**config.mk**
```make
export PLATFORM = sky130hd
export DESIGN_NAME = fm_voice_adsr_sample_gen_top
export DESIGN_NICKNAME = d
export VERILOG_FILES = /design/src/sv/fvs_pkg.sv /design/src/sv/fm_voice_adsr_sample_gen_top.sv /design/src/sv/fvs_mul.sv /design/src/sv/fvs_div.sv
export SDC_FILE = /design/constraint.sdc
export NUM_CORES = 2
export LEC_CHECK = 0
export BUFFER_PORTS_ARGS = -buffer_cell sky130_fd_sc_hd__buf_2
export CAP_MARGIN = 20
export CORE_MARGIN = 2
export CORE_UTILIZATION = 45
export DETAILED_ROUTE_END_ITERATION = 10
export GPL_TIMING_DRIVEN = 0
export MAX_ROUTING_LAYER = met4
export PLACE_DENSITY = 0.57
export SLEW_MARGIN = 15
export SYNTH_ARGS = -nofsm -noshare
export SYNTH_HDL_FRONTEND = slang
export SYNTH_SLANG_ARGS = --single-unit
```
**constraint.sdc**
```tcl
create_clock -name clk -period 9.7 [get_ports clk]
set_clock_uncertainty 0.15 [all_clocks]
set_input_delay 0.485 -clock clk [delete_from_list [all_inputs] [get_ports clk]]
set_output_delay 0.485 -clock clk [all_outputs]
set_load 0.01 [all_outputs]
```
**src/sv/fvs_pkg.sv**
```systemverilog
package fvs_pkg;

  typedef enum logic [4:0] {
    S_IDLE,
    S_ENV_SET,
    S_E_XX,
    S_E_XXX,
    S_E_KX,
    S_E_MM,
    S_E_MMM,
    S_E_DIV,
    S_PH_MOD,
    S_SIN_IDX,
    S_SIN_POS,
    S_SIN_Q2,
    S_SIN_T1,
    S_SIN_T2,
    S_SIN_S,
    S_FM1,
    S_FM2,
    S_PH_CAR,
    S_OUT1,
    S_OUT2,
    S_OUT3,
    S_DONE
  } state_t;

  typedef enum logic [2:0] {
    REG_CAR_STEP  = 3'd0,
    REG_MOD_STEP  = 3'd1,
    REG_MOD_INDEX = 3'd2,
    REG_VOLUME    = 3'd3,
    REG_CAR_TIMES = 3'd4,
    REG_MOD_TIMES = 3'd5,
    REG_SUSTAIN   = 3'd6
  } reg_idx_t;

  localparam logic [15:0] FULL_Q15   = 16'd32768;
  localparam logic [14:0] MAX_SAMPLE = 15'd32767;
  localparam logic [16:0] SIN_A1     = 17'd102944;
  localparam logic [16:0] SIN_B1     = 17'd42334;
  localparam logic [16:0] SIN_C1     = 17'd4926;

  localparam int DIV_QW = 18;
  localparam int DIV_CW = 5;
  localparam logic [DIV_CW-1:0] ENV_QBITS = 5'd16;
  localparam logic [DIV_CW-1:0] SIN_QBITS = 5'd18;

endpackage

```
**src/sv/fm_voice_adsr_sample_gen_top.sv**
```systemverilog
// Two-operator FM voice with cubic ADSR envelopes.
// Input channel (in_valid/in_ready): in_func = 0 is a tick transaction that
// yields one clamped signed 16-bit sample on the output channel and then
// advances the sample counter; in_func = 1 loads the counter from
// in_new_count and yields nothing.
// Output channel (out_valid/out_ready): one sample per tick, held in an
// output register; in_ready returns while that sample waits to be taken.
// Config port: cfg_we writes cfg_wdata to register cfg_index at once;
// write only while the block is idle.
// Tick duration is data dependent. All multiplies and divides
// run through one bit-serial shift-add multiplier (it steps through the
// multiplier bits up to the highest set bit) and one restoring divider
// (one quotient bit per cycle).
// One transaction is processed at a time.
// Reset: counter and registers clear, volume to 1.0, no sample pending.
// A stalled receiver holds the finished sample; the next tick completes its
// math and then waits until the output register frees up.
module fm_voice_adsr_sample_gen_top #(
  parameter int SINE_TABLE_DEPTH = 1024
) (
  input  logic        clk,
  input  logic        rst_n,
  input  logic        in_valid,
  output logic        in_ready,
  input  logic        in_func,
  input  logic        in_key_down,
  input  logic [31:0] in_release_sample,
  input  logic [31:0] in_new_count,
  output logic        out_valid,
  input  logic        out_ready,
  output logic signed [15:0] out_sample,
  input  logic        cfg_we,
  input  logic [2:0]  cfg_index,
  input  logic [47:0] cfg_wdata
);

  logic [31:0] car_step_r, mod_step_r, sus_r;
  logic [15:0] mod_index_r, volume_r;
  logic [47:0] car_times_r, mod_times_r;

  always_ff @(posedge clk) begin
    if (!rst_n) begin
      car_step_r  <= '0;
      mod_step_r  <= '0;
      mod_index_r <= '0;
      volume_r    <= fvs_pkg::FULL_Q15;
      car_times_r <= '0;
      mod_times_r <= '0;
      sus_r       <= '0;
    end else if (cfg_we) begin
      case (cfg_index)
        fvs_pkg::REG_CAR_STEP:  car_step_r  <= cfg_wdata[31:0];
        fvs_pkg::REG_MOD_STEP:  mod_step_r  <= cfg_wdata[31:0];
        fvs_pkg::REG_MOD_INDEX: mod_index_r <= cfg_wdata[15:0];
        fvs_pkg::REG_VOLUME:    volume_r    <= cfg_wdata[15:0];
        fvs_pkg::REG_CAR_TIMES: car_times_r <= cfg_wdata;
        fvs_pkg::REG_MOD_TIMES: mod_times_r <= cfg_wdata;
        fvs_pkg::REG_SUSTAIN:   sus_r       <= cfg_wdata[31:0];
        default: ;
      endcase
    end
  end

  fvs_pkg::state_t state_r, state_nxt;
  logic        pend_r, pend_nxt;
  logic        env_sel_r, env_sel_nxt, sin_sel_r, sin_sel_nxt;
  logic        down_r, down_nxt;
  logic [31:0] rel_r, rel_nxt;
  logic [31:0] count_r, count_nxt;
  logic [15:0] base_r, base_nxt, k_r, k_nxt, x_r, x_nxt, m_r, m_nxt;
  logic [63:0] tmp_r, tmp_nxt, num_r, num_nxt;
  logic [15:0] c_env_r, c_env_nxt, m_env_r, m_env_nxt;
  logic [31:0] phase_r, phase_nxt;
  logic [16:0] q_r, q_nxt, q2_r, q2_nxt, t1_r, t1_nxt, t2_r, t2_nxt;
  logic        quad_r, quad_nxt;
  logic [14:0] msin_r, msin_nxt, csin_r, csin_nxt;
  logic        mneg_r, mneg_nxt, cneg_r, cneg_nxt;
  logic [15:0] res_r, res_nxt;
  logic        out_valid_r, out_valid_nxt;
  logic [15:0] out_sample_r, out_sample_nxt;

  logic        mul_start, mul_done, div_start, div_done;
  logic [63:0] mul_a, mul_prod, div_num, div_dsh;
  logic [31:0] mul_b;
  logic [fvs_pkg::DIV_CW-1:0] div_n;
  logic [fvs_pkg::DIV_QW-1:0] div_quo;

  fvs_mul u_mul (
    .clk(clk), .rst_n(rst_n), .start(mul_start), .a(mul_a), .b(mul_b),
    .done(mul_done), .prod(mul_prod)
  );

  fvs_div u_div (
    .clk(clk), .rst_n(rst_n), .start(div_start), .num(div_num), .dsh(div_dsh),
    .nbits(div_n), .done(div_done), .quo(div_quo)
  );

  always_ff @(posedge clk) begin
    if (!rst_n) begin
      state_r     <= fvs_pkg::S_IDLE;
      pend_r      <= 1'b0;
      count_r     <= '0;
      out_valid_r <= 1'b0;
    end else begin
      state_r     <= state_nxt;
      pend_r      <= pend_nxt;
      count_r     <= count_nxt;
      out_valid_r <= out_valid_nxt;
    end
  end

  always_ff @(posedge clk) begin
    env_sel_r    <= env_sel_nxt;
    sin_sel_r    <= sin_sel_nxt;
    down_r       <= down_nxt;
    rel_r        <= rel_nxt;
    base_r       <= base_nxt;
    k_r          <= k_nxt;
    x_r          <= x_nxt;
    m_r          <= m_nxt;
    tmp_r        <= tmp_nxt;
    num_r        <= num_nxt;
    c_env_r      <= c_env_nxt;
    m_env_r      <= m_env_nxt;
    phase_r      <= phase_nxt;
    q_r          <= q_nxt;
    q2_r         <= q2_nxt;
    t1_r         <= t1_nxt;
    t2_r         <= t2_nxt;
    quad_r       <= quad_nxt;
    msin_r       <= msin_nxt;
    csin_r       <= csin_nxt;
    mneg_r       <= mneg_nxt;
    cneg_r       <= cneg_nxt;
    res_r        <= res_nxt;
    out_sample_r <= out_sample_nxt;
  end

  // envelope segment select and multiplier product taps
  logic [47:0] times;
  logic [15:0] sus_raw, sus_s, ta, td, tr;
  logic [32:0] ad_end, rel_end;
  logic [16:0] s_sum;
  logic [31:0] fm_off;
  logic [31:0] offset;
  logic [33:0] out_p;

  always_comb begin
    times   = env_sel_r ? mod_times_r : car_times_r;
    sus_raw = env_sel_r ? sus_r[31:16] : sus_r[15:0];
    sus_s   = (sus_raw > fvs_pkg::FULL_Q15) ? fvs_pkg::FULL_Q15 : sus_raw;
    ta      = times[15:0];
    td      = times[31:16];
    tr      = times[47:32];
    ad_end  = 33'(ta) + 33'(td);
    rel_end = 33'(rel_r) + 33'(tr);
    s_sum   = 17'(mul_prod[63:16]) + 17'd1;
    fm_off  = mul_prod[41:10];
    offset  = mneg_r ? (32'd0 - fm_off) : fm_off;
    out_p   = 34'(mul_prod >> 30);
  end

  always_comb begin
    state_nxt      = state_r;
    pend_nxt       = pend_r;
    env_sel_nxt    = env_sel_r;
    sin_sel_nxt    = sin_sel_r;
    down_nxt       = down_r;
    rel_nxt        = rel_r;
    count_nxt      = count_r;
    base_nxt       = base_r;
    k_nxt          = k_r;
    x_nxt          = x_r;
    m_nxt          = m_r;
    tmp_nxt        = tmp_r;
    num_nxt        = num_r;
    c_env_nxt      = c_env_r;
    m_env_nxt      = m_env_r;
    phase_nxt      = phase_r;
    q_nxt          = q_r;
    q2_nxt         = q2_r;
    t1_nxt         = t1_r;
    t2_nxt         = t2_r;
    quad_nxt       = quad_r;
    msin_nxt       = msin_r;
    csin_nxt       = csin_r;
    mneg_nxt       = mneg_r;
    cneg_nxt       = cneg_r;
    res_nxt        = res_r;
    out_sample_nxt = out_sample_r;
    out_valid_nxt  = out_valid_r && !out_ready;
    in_ready       = (state_r == fvs_pkg::S_IDLE);
    mul_start      = 1'b0;
    mul_a          = '0;
    mul_b          = '0;
    div_start      = 1'b0;
    div_num        = num_r;
    div_dsh        = '0;
    div_n          = '0;

    case (state_r)
      fvs_pkg::S_IDLE: begin
        if (in_valid) begin
          if (in_func) begin
            count_nxt = in_new_count;
          end else begin
            down_nxt    = in_key_down;
            rel_nxt     = in_release_sample;
            env_sel_nxt = 1'b0;
            state_nxt   = fvs_pkg::S_ENV_SET;
          end
        end
      end
      fvs_pkg::S_ENV_SET: begin
        base_nxt  = '0;
        state_nxt = fvs_pkg::S_E_XX;
        if (down_r) begin
          if (33'(count_r) <= 33'(ta)) begin
            if (ta == '0) begin
              res_nxt   = fvs_pkg::FULL_Q15;
              state_nxt = fvs_pkg::S_E_DIV;
            end else begin
              k_nxt = fvs_pkg::FULL_Q15;
              x_nxt = count_r[15:0];
              m_nxt = ta;
            end
          end else if (33'(count_r) <= ad_end) begin
            base_nxt = sus_s;
            k_nxt    = fvs_pkg::FULL_Q15 - sus_s;
            x_nxt    = 16'(ad_end - 33'(count_r));
            m_nxt    = td;
          end else begin
            res_nxt   = sus_s;
            state_nxt = fvs_pkg::S_E_DIV;
          end
        end else if (count_r >= rel_r && 33'(count_r) <= rel_end) begin
          if (tr == '0) begin
            res_nxt   = sus_s;
            state_nxt = fvs_pkg::S_E_DIV;
          end else begin
            k_nxt = sus_s;
            x_nxt = 16'(rel_end - 33'(count_r));
            m_nxt = tr;
          end
        end else begin
          res_nxt   = '0;
          state_nxt = fvs_pkg::S_E_DIV;
        end
        // constant levels skip the math: pend set marks the result ready
        pend_nxt = (state_nxt == fvs_pkg::S_E_DIV);
      end
      fvs_pkg::S_E_XX: begin
        mul_a = 64'(x_r);
        mul_b = 32'(x_r);
        if (!pend_r) begin
          mul_start = 1'b1;
          pend_nxt  = 1'b1;
        end else if (mul_done) begin
          tmp_nxt   = mul_prod;
          pend_nxt  = 1'b0;
          state_nxt = fvs_pkg::S_E_XXX;
        end
      end
      fvs_pkg::S_E_XXX: begin
        mul_a = tmp_r;
        mul_b = 32'(x_r);
        if (!pend_r) begin
          mul_start = 1'b1;
          pend_nxt  = 1'b1;
        end else if (mul_done) begin
          tmp_nxt   = mul_prod;
          pend_nxt  = 1'b0;
          state_nxt = fvs_pkg::S_E_KX;
        end
      end
      fvs_pkg::S_E_KX: begin
        mul_a = tmp_r;
        mul_b = 32'(k_r);
        if (!pend_r) begin
          mul_start = 1'b1;
          pend_nxt  = 1'b1;
        end else if (mul_done) begin
          num_nxt   = mul_prod;
          pend_nxt  = 1'b0;
          state_nxt = fvs_pkg::S_E_MM;
        end
      end
      fvs_pkg::S_E_MM: begin
        mul_a = 64'(m_r);
        mul_b = 32'(m_r);
        if (!pend_r) begin
          mul_start = 1'b1;
          pend_nxt  = 1'b1;
        end else if (mul_done) begin
          tmp_nxt   = mul_prod;
          pend_nxt  = 1'b0;
          state_nxt = fvs_pkg::S_E_MMM;
        end
      end
      fvs_pkg::S_E_MMM: begin
        mul_a = tmp_r;
        mul_b = 32'(m_r);
        if (!pend_r) begin
          mul_start = 1'b1;
          pend_nxt  = 1'b1;
        end else if (mul_done) begin
          tmp_nxt   = mul_prod;
          pend_nxt  = 1'b0;
          state_nxt = fvs_pkg::S_E_DIV;
          div_start = 1'b1;
          div_dsh   = mul_prod << 15;
          div_n     = fvs_pkg::ENV_QBITS;
        end
      end
      fvs_pkg::S_E_DIV: begin
        // pend high: res_r already holds a constant level
        if (pend_r || div_done) begin
          if (pend_r) begin
            if (env_sel_r) m_env_nxt = res_r;
            else           c_env_nxt = res_r;
          end else begin
            if (env_sel_r) m_env_nxt = base_r + div_quo[15:0];
            else           c_env_nxt = base_r + div_quo[15:0];
          end
          pend_nxt = 1'b0;
          if (env_sel_r) begin
            state_nxt = fvs_pkg::S_PH_MOD;
          end else begin
            env_sel_nxt = 1'b1;
            state_nxt   = fvs_pkg::S_ENV_SET;
          end
        end
      end
      fvs_pkg::S_PH_MOD: begin
        mul_a = 64'(mod_step_r);
        mul_b = count_r;
        if (!pend_r) begin
          mul_start = 1'b1;
          pend_nxt  = 1'b1;
        end else if (mul_done) begin
          phase_nxt   = mul_prod[31:0];
          sin_sel_nxt = 1'b0;
          pend_nxt    = 1'b0;
          state_nxt   = fvs_pkg::S_SIN_IDX;
        end
      end
      fvs_pkg::S_SIN_IDX: begin
        mul_a = 64'(phase_r);
        mul_b = 32'(SINE_TABLE_DEPTH);
        if (!pend_r) begin
          mul_start = 1'b1;
          pend_nxt  = 1'b1;
        end else if (mul_done) begin
          pend_nxt  = 1'b0;
          state_nxt = fvs_pkg::S_SIN_POS;
          div_start = 1'b1;
          div_num   = 64'(mul_prod[63:32]) << 18;
          div_dsh   = 64'(SINE_TABLE_DEPTH) << 17;
          div_n     = fvs_pkg::SIN_QBITS;
        end
      end
      fvs_pkg::S_SIN_POS: begin
        if (div_done) begin
          quad_nxt  = div_quo[17];
          q_nxt     = div_quo[16] ? (17'h10000 - 17'(div_quo[15:0]))
                                  : 17'(div_quo[15:0]);
          state_nxt = fvs_pkg::S_SIN_Q2;
        end
      end
      fvs_pkg::S_SIN_Q2: begin
        mul_a = 64'(q_r);
        mul_b = 32'(q_r);
        if (!pend_r) begin
          mul_start = 1'b1;
          pend_nxt  = 1'b1;
        end else if (mul_done) begin
          q2_nxt    = 17'(mul_prod[63:16]);
          pend_nxt  = 1'b0;
          state_nxt = fvs_pkg::S_SIN_T1;
        end
      end
      fvs_pkg::S_SIN_T1: begin
        mul_a = 64'(fvs_pkg::SIN_C1);
        mul_b = 32'(q2_r);
        if (!pend_r) begin
          mul_start = 1'b1;
          pend_nxt  = 1'b1;
        end else if (mul_done) begin
          t1_nxt    = fvs_pkg::SIN_B1 - 17'(mul_prod[63:16]);
          pend_nxt  = 1'b0;
          state_nxt = fvs_pkg::S_SIN_T2;
        end
      end
      fvs_pkg::S_SIN_T2: begin
        mul_a = 64'(t1_r);
        mul_b = 32'(q2_r);
        if (!pend_r) begin
          mul_start = 1'b1;
          pend_nxt  = 1'b1;
        end else if (mul_done) begin
          t2_nxt    = fvs_pkg::SIN_A1 - 17'(mul_prod[63:16]);
          pend_nxt  = 1'b0;
          state_nxt = fvs_pkg::S_SIN_S;
        end
      end
      fvs_pkg::S_SIN_S: begin
        mul_a = 64'(t2_r);
        mul_b = 32'(q_r);
        if (!pend_r) begin
          mul_start = 1'b1;
          pend_nxt  = 1'b1;
        end else if (mul_done) begin
          pend_nxt = 1'b0;
          if (sin_sel_r) begin
            csin_nxt  = (s_sum[16:1] > 16'(fvs_pkg::MAX_SAMPLE)) ? fvs_pkg::MAX_SAMPLE
                                                                 : s_sum[15:1];
            cneg_nxt  = quad_r;
            state_nxt = fvs_pkg::S_OUT1;
          end else begin
            msin_nxt  = (s_sum[16:1] > 16'(fvs_pkg::MAX_SAMPLE)) ? fvs_pkg::MAX_SAMPLE
                                                                 : s_sum[15:1];
            mneg_nxt  = quad_r;
            state_nxt = fvs_pkg::S_FM1;
          end
        end
      end
      fvs_pkg::S_FM1: begin
        mul_a = 64'(m_env_r);
        mul_b = 32'(mod_index_r);
        if (!pend_r) begin
          mul_start = 1'b1;
          pend_nxt  = 1'b1;
        end else if (mul_done) begin
          tmp_nxt   = mul_prod;
          pend_nxt  = 1'b0;
          state_nxt = fvs_pkg::S_FM2;
        end
      end
      fvs_pkg::S_FM2: begin
        mul_a = tmp_r;
        mul_b = 32'(msin_r);
        if (!pend_r) begin
          mul_start = 1'b1;
          pend_nxt  = 1'b1;
        end else if (mul_done) begin
          phase_nxt = offset;
          pend_nxt  = 1'b0;
          state_nxt = fvs_pkg::S_PH_CAR;
        end
      end
      fvs_pkg::S_PH_CAR: begin
        mul_a = 64'(car_step_r);
        mul_b = count_r;
        if (!pend_r) begin
          mul_start = 1'b1;
          pend_nxt  = 1'b1;
        end else if (mul_done) begin
          phase_nxt   = mul_prod[31:0] + phase_r;
          sin_sel_nxt = 1'b1;
          pend_nxt    = 1'b0;
          state_nxt   = fvs_pkg::S_SIN_IDX;
        end
      end
      fvs_pkg::S_OUT1: begin
        mul_a = 64'(c_env_r);
        mul_b = 32'(csin_r);
        if (!pend_r) begin
          mul_start = 1'b1;
          pend_nxt  = 1'b1;
        end else if (mul_done) begin
          tmp_nxt   = mul_prod;
          pend_nxt  = 1'b0;
          state_nxt = fvs_pkg::S_OUT2;
        end
      end
      fvs_pkg::S_OUT2: begin
        mul_a = tmp_r;
        mul_b = 32'(volume_r);
        if (!pend_r) begin
          mul_start = 1'b1;
          pend_nxt  = 1'b1;
        end else if (mul_done) begin
          tmp_nxt   = mul_prod >> 15;
          pend_nxt  = 1'b0;
          state_nxt = fvs_pkg::S_OUT3;
        end
      end
      fvs_pkg::S_OUT3: begin
        mul_a = tmp_r;
        mul_b = 32'(fvs_pkg::MAX_SAMPLE);
        if (!pend_r) begin
          mul_start = 1'b1;
          pend_nxt  = 1'b1;
        end else if (mul_done) begin
          res_nxt = (out_p > 34'(fvs_pkg::MAX_SAMPLE)) ? 16'(fvs_pkg::MAX_SAMPLE)
                                                       : out_p[15:0];
          if (cneg_r) begin
            res_nxt = 16'd0 - res_nxt;
          end
          pend_nxt  = 1'b0;
          state_nxt = fvs_pkg::S_DONE;
        end
      end
      fvs_pkg::S_DONE: begin
        if (!out_valid_r || out_ready) begin
          out_valid_nxt  = 1'b1;
          out_sample_nxt = res_r;
          count_nxt      = count_r + 32'd1;
          state_nxt      = fvs_pkg::S_IDLE;
        end
      end
      default: begin
        state_nxt = fvs_pkg::S_IDLE;
        pend_nxt  = 1'b0;
      end
    endcase
  end

  assign out_valid  = out_valid_r;
  assign out_sample = out_sample_r;

endmodule

```
**src/sv/fvs_mul.sv**
```systemverilog
module fvs_mul (
  input  logic        clk,
  input  logic        rst_n,
  input  logic        start,
  input  logic [63:0] a,
  input  logic [31:0] b,
  output logic        done,
  output logic [63:0] prod
);

  logic [63:0] a_r, acc_r;
  logic [31:0] b_r;

  always_ff @(posedge clk) begin
    if (!rst_n) begin
      b_r <= '0;
    end else if (start) begin
      b_r <= b;
    end else if (b_r != '0) begin
      b_r <= b_r >> 1;
    end
  end

  always_ff @(posedge clk) begin
    if (start) begin
      a_r   <= a;
      acc_r <= '0;
    end else if (b_r != '0) begin
      if (b_r[0]) begin
        acc_r <= acc_r + a_r;
      end
      a_r <= a_r << 1;
    end
  end

  assign done = (b_r == '0);
  assign prod = acc_r;

endmodule

```
**src/sv/fvs_div.sv**
```systemverilog
module fvs_div (
  input  logic                           clk,
  input  logic                           rst_n,
  input  logic                           start,
  input  logic [63:0]                    num,
  input  logic [63:0]                    dsh,
  input  logic [fvs_pkg::DIV_CW-1:0]     nbits,
  output logic                           done,
  output logic [fvs_pkg::DIV_QW-1:0]     quo
);

  logic [63:0]                rem_r, dsh_r;
  logic [fvs_pkg::DIV_QW-1:0] quo_r;
  logic [fvs_pkg::DIV_CW-1:0] cnt_r;

  always_ff @(posedge clk) begin
    if (!rst_n) begin
      cnt_r <= '0;
    end else if (start) begin
      cnt_r <= nbits;
    end else if (cnt_r != '0) begin
      cnt_r <= cnt_r - 1'b1;
    end
  end

  always_ff @(posedge clk) begin
    if (start) begin
      rem_r <= num;
      dsh_r <= dsh;
      quo_r <= '0;
    end else if (cnt_r != '0) begin
      if (rem_r >= dsh_r) begin
        rem_r <= rem_r - dsh_r;
        quo_r <= {quo_r[fvs_pkg::DIV_QW-2:0], 1'b1};
      end else begin
        quo_r <= {quo_r[fvs_pkg::DIV_QW-2:0], 1'b0};
      end
      dsh_r <= dsh_r >> 1;
    end
  end

  assign done = (cnt_r == '0);
  assign quo  = quo_r;

endmodule

```
### Word-level counts from Yosys, hierarchy flattened

Cells that the tools add are included.

| storage, ports and cells | value |
|---|---|
| bits in registers | 998 |
| input port bits | 122 |

| operators by class | value |
|---|---|
| add/subtract/negate cells | 17 |
| $lt $le $gt $ge | 8 |
| eq/ne operators | 78 |
| multiplexer cells | 151 |
| bitwise operators | 6 |
| reduce and logical (&&, ||, !) cells | 64 |

Operator list:

| kind | number |
|---|---|
| two-way mux 64 bit | 16 |
| one-hot mux 64 bit (12 select lines) | 1 |
| two-way mux 16 bit | 37 |
| two-way mux 32 bit | 12 |
| one-hot mux 32 bit (12 select lines) | 1 |
| one-hot mux 64 bit (2 select lines) | 2 |
| two-way mux 5 bit | 48 |
| one-hot mux 5 bit (21 select lines) | 1 |
| one-hot mux 32 bit (3 select lines) | 1 |
| != test 2 bit (second input constant) | 40 |
| adder 64 bit | 1 |
| >= comparator 64 bit | 1 |
| one-hot mux 32 bit (2 select lines) | 1 |
| subtractor 64 bit | 1 |
| two-way mux 28 bit | 2 |
| two-way mux 48 bit | 1 |
| equality test 5 x 4 -> 1 bit (second input constant) | 8 |
| AND reduction 37 bit | 1 |
| greater-than comparator 34 x 15 -> 1 bit (second input constant) | 1 |
| adder 32 x 16 -> 33 bit | 1 |
| less-or-equal comparator 32 x 33 -> 1 bit | 1 |
| adder 32 x 1 -> 32 bit (second input constant) | 1 |
| adder 32 bit | 1 |
| >= comparator 32 bit | 1 |
| other kinds (56) | 143 |

### Depth between registers and ports, before layout

| depth | value |
|---|---|
| depth in word-level cells | 9 |
| depth in mapped cells | 28 |

### Hierarchy

Synthesis repeated with hierarchy kept, for this count alone.

| second synthesis, totals | value |
|---|---|
| cells, all modules | 6550 |
| area total of the unflattened synthesis | 60479.3 um^2 |

Modules (own cells, without submodules):

| module | times used | cells each | area an instance (um^2) | seq. area each (um^2) |
|---|---|---|---|---|
| fm_voice_adsr_sample_gen_top | 1 | 4292 | 40122.2 | 17997.3 |
| fvs_div | 1 | 1185 | 10181.0 | 4304.1 |
| fvs_mul | 1 | 1073 | 10176.0 | 3843.7 |

### Worst setup path after synthesis

OpenSTA, ideal clock, no wires.

| timing path | value |
|---|---|
| path kind | reg-to-reg |
| start point | reg env_sel_r |
| end point | reg k_r[0], enable pin |
| setup time | 0.411 ns |
| data arrival time | 7.186 ns |
| data required time | 9.139 ns |
| setup slack | 1.953 ns |
| cell stages (with the launch flop) | 26 |
| path buffers | 5 |
| period minus slack after synthesis | 7.747 ns |
| path through | edfxtp_1 > clkbuf_1 > buf_2 > buf_1 > clkbuf_1 > clkbuf_1 > mux2_2 > ha_1 > fa_1 > a21o_1 > a21oi_1 > o21bai_1 > a21oi_1 > nor2b_1 > o21a_1 > o31a_1 > o41ai_1 > o21a_1 > xnor2_1 > ha_1 > nand3_1 > or3_1 > or3_1 > a21oi_1 > o311a_1 > and3_1 |

| on the way | value |
|---|---|
| word-level cells in the longest chain between the ends | 6 |
| elaborated cells on any way between the ends | 14 |
| classes of those cells | add/sub (2); order compare (3); eq/ne (3); mux (1); reduce/logical (5) |

Ends and longest elaborated chain:

| item | RTL line | source |
|---|---|---|
| start, declared | fm_voice_adsr_sample_gen_top.sv:66 | `logic env_sel_r, env_sel_nxt, sin_sel_r, sin_sel_nxt;` |
| start signal, assigned | fm_voice_adsr_sample_gen_top.sv:113 | `env_sel_r <= env_sel_nxt;` |
| two-way mux 48 bit (*) | fm_voice_adsr_sample_gen_top.sv:149 | `times = env_sel_r ? mod_times_r : car_times_r;` |
| adder 32 x 16 -> 33 bit | fm_voice_adsr_sample_gen_top.sv:156 | `rel_end = 33'(rel_r) + 33'(tr);` |
| less-or-equal comparator 32 x 33 -> 1 bit | fm_voice_adsr_sample_gen_top.sv:236 | `end else if (count_r >= rel_r && 33'(count_r) <= rel_end) begin` |
| logical AND 1 bit | fm_voice_adsr_sample_gen_top.sv:236 |  |
| nonzero test 2 bit (no line) | - |  |
| AND reduction 5 bit (no line) (*) | - |  |
| end signal, assigned | fm_voice_adsr_sample_gen_top.sv:118 | `k_r <= k_nxt;` |
| end, declared | fm_voice_adsr_sample_gen_top.sv:70 | `logic [15:0] base_r, base_nxt, k_r, k_nxt, x_r, x_nxt, m_r, m_nxt;` |

Mark *: on every way between the ends. The rest lies on a longest branch, timed or not.
A chain may end at the register's enable or synchronous reset.

### Final worst setup path

| timing path | value |
|---|---|
| start point | reg env_sel_r |
| end point | reg x_r[6], enable pin |

| on the way | value |
|---|---|
| word-level cells in the longest chain between the ends | 6 |
| elaborated cells on any way between the ends | 14 |
| classes of those cells | add/sub (2); order compare (3); eq/ne (3); mux (1); reduce/logical (5) |

Ends and longest elaborated chain:

| item | RTL line | source |
|---|---|---|
| two-way mux 48 bit (*) | fm_voice_adsr_sample_gen_top.sv:149 |  |
| adder 32 x 16 -> 33 bit | fm_voice_adsr_sample_gen_top.sv:156 |  |
| less-or-equal comparator 32 x 33 -> 1 bit | fm_voice_adsr_sample_gen_top.sv:236 |  |
| logical AND 1 bit | fm_voice_adsr_sample_gen_top.sv:236 |  |
| nonzero test 2 bit (no line) | - |  |
| AND reduction 5 bit (no line) (*) | - |  |
| end signal, assigned | fm_voice_adsr_sample_gen_top.sv:119 | `x_r <= x_nxt;` |
| end, declared | fm_voice_adsr_sample_gen_top.sv:70 |  |

Marked as above.

==> results.json <==
{
  "setup_tns_ns": 0,
  "dpl.hpwl_um": 185000,
  "p_leak_nw": 25.6,
  "wl_met3_um": 22800,
  "cts.root.buffer_cell": "clkbuf_16",
  "yosys_warnings": 0,
  "drt-initial-drc-count": 6787,
  "drive_above_1_share_pct": 7.87,
  "grt_pass1_wl_um": 341000,
  "synth_top_flop_cell": "edfxtp_1",
  "synth_edf_count": 616,
  "final_antenna_net_count": 0,
  "placed_area_um2": 61400,
  "syn_nets": 6813,
  "synth-simple-area-share_pct": 16.5,
  "critPathMaxFanout": 28,
  "met1_length_um": 93400,
  "start_kind": "flop",
  "die_y_um": 363,
  "ir_worst_vdd_v": 0.000198,
  "drt_pre_antenna_iters": 8,
  "die-area_um2": 132000,
  "yosysSeqAreaShare_pct": 45.0,
  "clk_pin_slew_ns": 0.06,
  "relSlewSlack_pct": 7.67,
  "cp.required_ns": 10.02,
  "pin_count": 140,
  "setup_viol": 0,
  "hp-class": "input pin to flop",
  "netlist_area_um2": 58100,
  "highest_layer": "met4",
  "grt_pass1_vias": 49400,
  "drc": 0,
  "synth-async-reset-ratio_pct": 0,
  "rsz0062_at_grt": "no",
  "critical_path_buf_inv_count": 6,
  "slowest_stage": "buf_1",
  "portBuffers": 139,
  "synthXorXnorAreaFrac_pct": 4.45,
  "core_um2": 128000,
  "fill_cells": 11900,
  "worst_ep_arrival_time_ns": 9.37,
  "grt.total_usage_pct": 36.7,
  "end_kind": "flop",
  "synthMuxAreaShare_pct": 3.04,
  "cts_buffers": 112,
  "synth_top_family_by_area": "compound AO/OA/AOI/OAI gates",
  "htreeDepth": 3,
  "critPathMaxStageDelay_ns": 0.58,
  "wl_met2_um": 106000,
  "period_minus_slack_ns": 9.05,
  "cap_violations": 0,
  "crit_family": "compound AO/OA/AOI/OAI gates",
  "hold_violations": 0,
  "yosys.area.top_type": "edfxtp_1",
  "synthTopCellsByArea": "edfxtp_1, dfxtp_1, ha_1, nand2_1, a21oi_1",
  "overflow": 0,
  "max_freq_mhz": 110,
  "nets": 7212,
  "clk_latency_ns": 0.79,
  "finalCritPeriodShare_pct": 93.3,
  "antenna_found_initial": 11,
  "cp_common_cell": "a21oi_1",
  "grt_max_degree": 49,
  "worstMarginPinSlew_ns": 1.38,
  "ys_types": 104,
  "status": "complete, no violations",
  "design_area_um2": 66400,
  "gp_congestion": 1.07,
  "path_class": "flop to flop",
  "synth_commonest_cells": "nand2_1, a21oi_1, edfxtp_1",
  "initial_core_util_pct": 45.4,
  "cts_tree": "built",
  "rows": 131,
  "synthAdderAreaFrac_pct": 7.60,
  "syn_area_per_cell_um2": 9.16,
  "maxSlewViolCount": 0,
  "vias": 52400,
  "synth_most_common_cell": "nand2_1",
  "syn-instance-count": 6343,
  "viasPerCell": 6.16,
  "cts.sinks": 998,
  "drt-wirelength-per-cell_um": 28.3,
  "cts_buffer_depth": 3,
  "pwr_density_cell_nw_per_um2": 335,
  "yosys.area.top_type_share_pct": 31.9,
  "ys_seq_elements": 998,
  "area_growth_pct": 14.3,
  "dieWidth_um": 363,
  "synth_compound_area_share_pct": 19.3,
  "wirelength_um": 241000
}
-- path summary, 6_finish.rpt --
path / startpoint / cells past startpoint / slack, ns / endpoint
setup / recovery: env_sel_r$_DFFE_PP_ / 26 / 0.65 / x_r[6]$_DFFE_PP_
hold / removal: cfg_index[2] / 5 / 0.07 / sus_r[31]$_SDFFE_PN0P_
setup reg to reg: env_sel_r$_DFFE_PP_ / 26 / 0.65 / x_r[6]$_DFFE_PP_
hold reg to reg: u_div.quo[17]$_SDFFE_PP0N_ / 0 / 0.28 / quad_r$_DFFE_PP_
-- metal layers --
| layer | vias up | global-route usage (%) |
|---|---|---|
| li1 | 23900 | - |
| met1 | 25000 | 45.3 |
| met2 | 2894 | 55.2 |
| met3 | 710 | 6.32 |
| met4 | 0 | 24.2 |
| met5 | - | - |
-- cell families after synthesis --
family,after synthesis
buffers and inverters,614
XOR/XNOR,295
multiplexers,164
adder cells (fa/ha/maj),348
AND/OR/NAND/NOR,2162
flip-flops,998
AO/OA/AOI/OAI,1762
-- report_power, final --
part	switching [W]	total (W)	internal, W	leakage [nW]
Clock	0.00190	0.00451	0.00261	1.83
Sequential	0.000827	0.00677	0.00594	8.94
Combinational	0.00717	0.0110	0.00381	14.8
Total	0.00990	0.0223	0.0124	25.6
-- area by class of cell --
class | count | area, um2 | share of cell area [%]
clock inverters | 67 | 857 | 1.29
multi-input cells | 4731 | 29700 | 44.7
repair buffers | 285 | 2250 | 3.40
plain buffers | 367 | 1430 | 2.16
clock buffers | 142 | 2990 | 4.50
diodes | 9 | 22.5 | 0.0339
well taps | 1662 | 2080 | 3.13
flip-flops and latches | 998 | 26100 | 39.4
inverters | 247 | 927 | 1.40
-- cell usage in the layout, fill, tap and decap left out, types with 71 or more instances in the layout --
master / synthesis / routed
a22oi_1: 97 / 97
xor2_1: 103 / 103
ha_1: 340 / 340
edfxtp_1: 616 / 616
mux2_2: 98 / 98
clkbuf_16: 0 / 112
nand2_1: 1037 / 1034
a21oi_1: 623 / 621
nand3_1: 165 / 165
nor3_1: 103 / 97
clkbuf_1: 328 / 348
a211oi_1: 72 / 71
buf_2: 7 / 148
xnor2_1: 192 / 192
inv_1: 247 / 247
dfxtp_1: 382 / 382
o21ai_0: 337 / 336
nor2_1: 447 / 445
a21o_1: 127 / 127
dlygate4sd3_1: 0 / 110
-- through the flow --
step,hold WS [ns],worst slack [ns],cells,utilization [%],total power [W]
floorplan,0.258,1.95,6343,-,0.0138
global placement,0.266,-0.654,8144,47.6,0.0173
detailed placement,0.266,0.0387,8177,48.0,0.0174
CTS,0.0429,0.0201,8496,51.9,0.0220
global route,0.0793,0.305,8505,51.9,0.0234
finish,0.0678,0.648,8508,51.9,0.0223
-- state kept, by name, indices dropped and copies added, names as in the netlist, 17 cells and up --
signal	cells
u_mul.a_r	64
rel_r	32
mod_step_r	32
u_div.quo	18
u_mul.b_r	32
car_step_r	32
phase_r	32
car_times_r	48
tmp_r	64
sus_r	32
count_r	32
mod_times_r	48
t2_r	17
t1_r	17
u_mul.prod	64
q2_r	17
q_r	17
u_div.rem_r	64
num_r	64
u_div.dsh_r	64
-- worst min-delay path, cell delays in order --
cell and delay [ns]:
buf_2 0.13, nand2_1 0.09, nor2_1 0.10, nand2_1 0.08, a21oi_1 0.05
-- repair_timing --
item                                    4_1_cts  5_1_grt
gates resized for setup                       0        7
buffers inserted                              0        0
hold buffers                                110        0
hold endpoints to repair                    286        0
endpoints found under the setup margin        0       59
No activity file was read; power rests on OpenSTA's default activity.
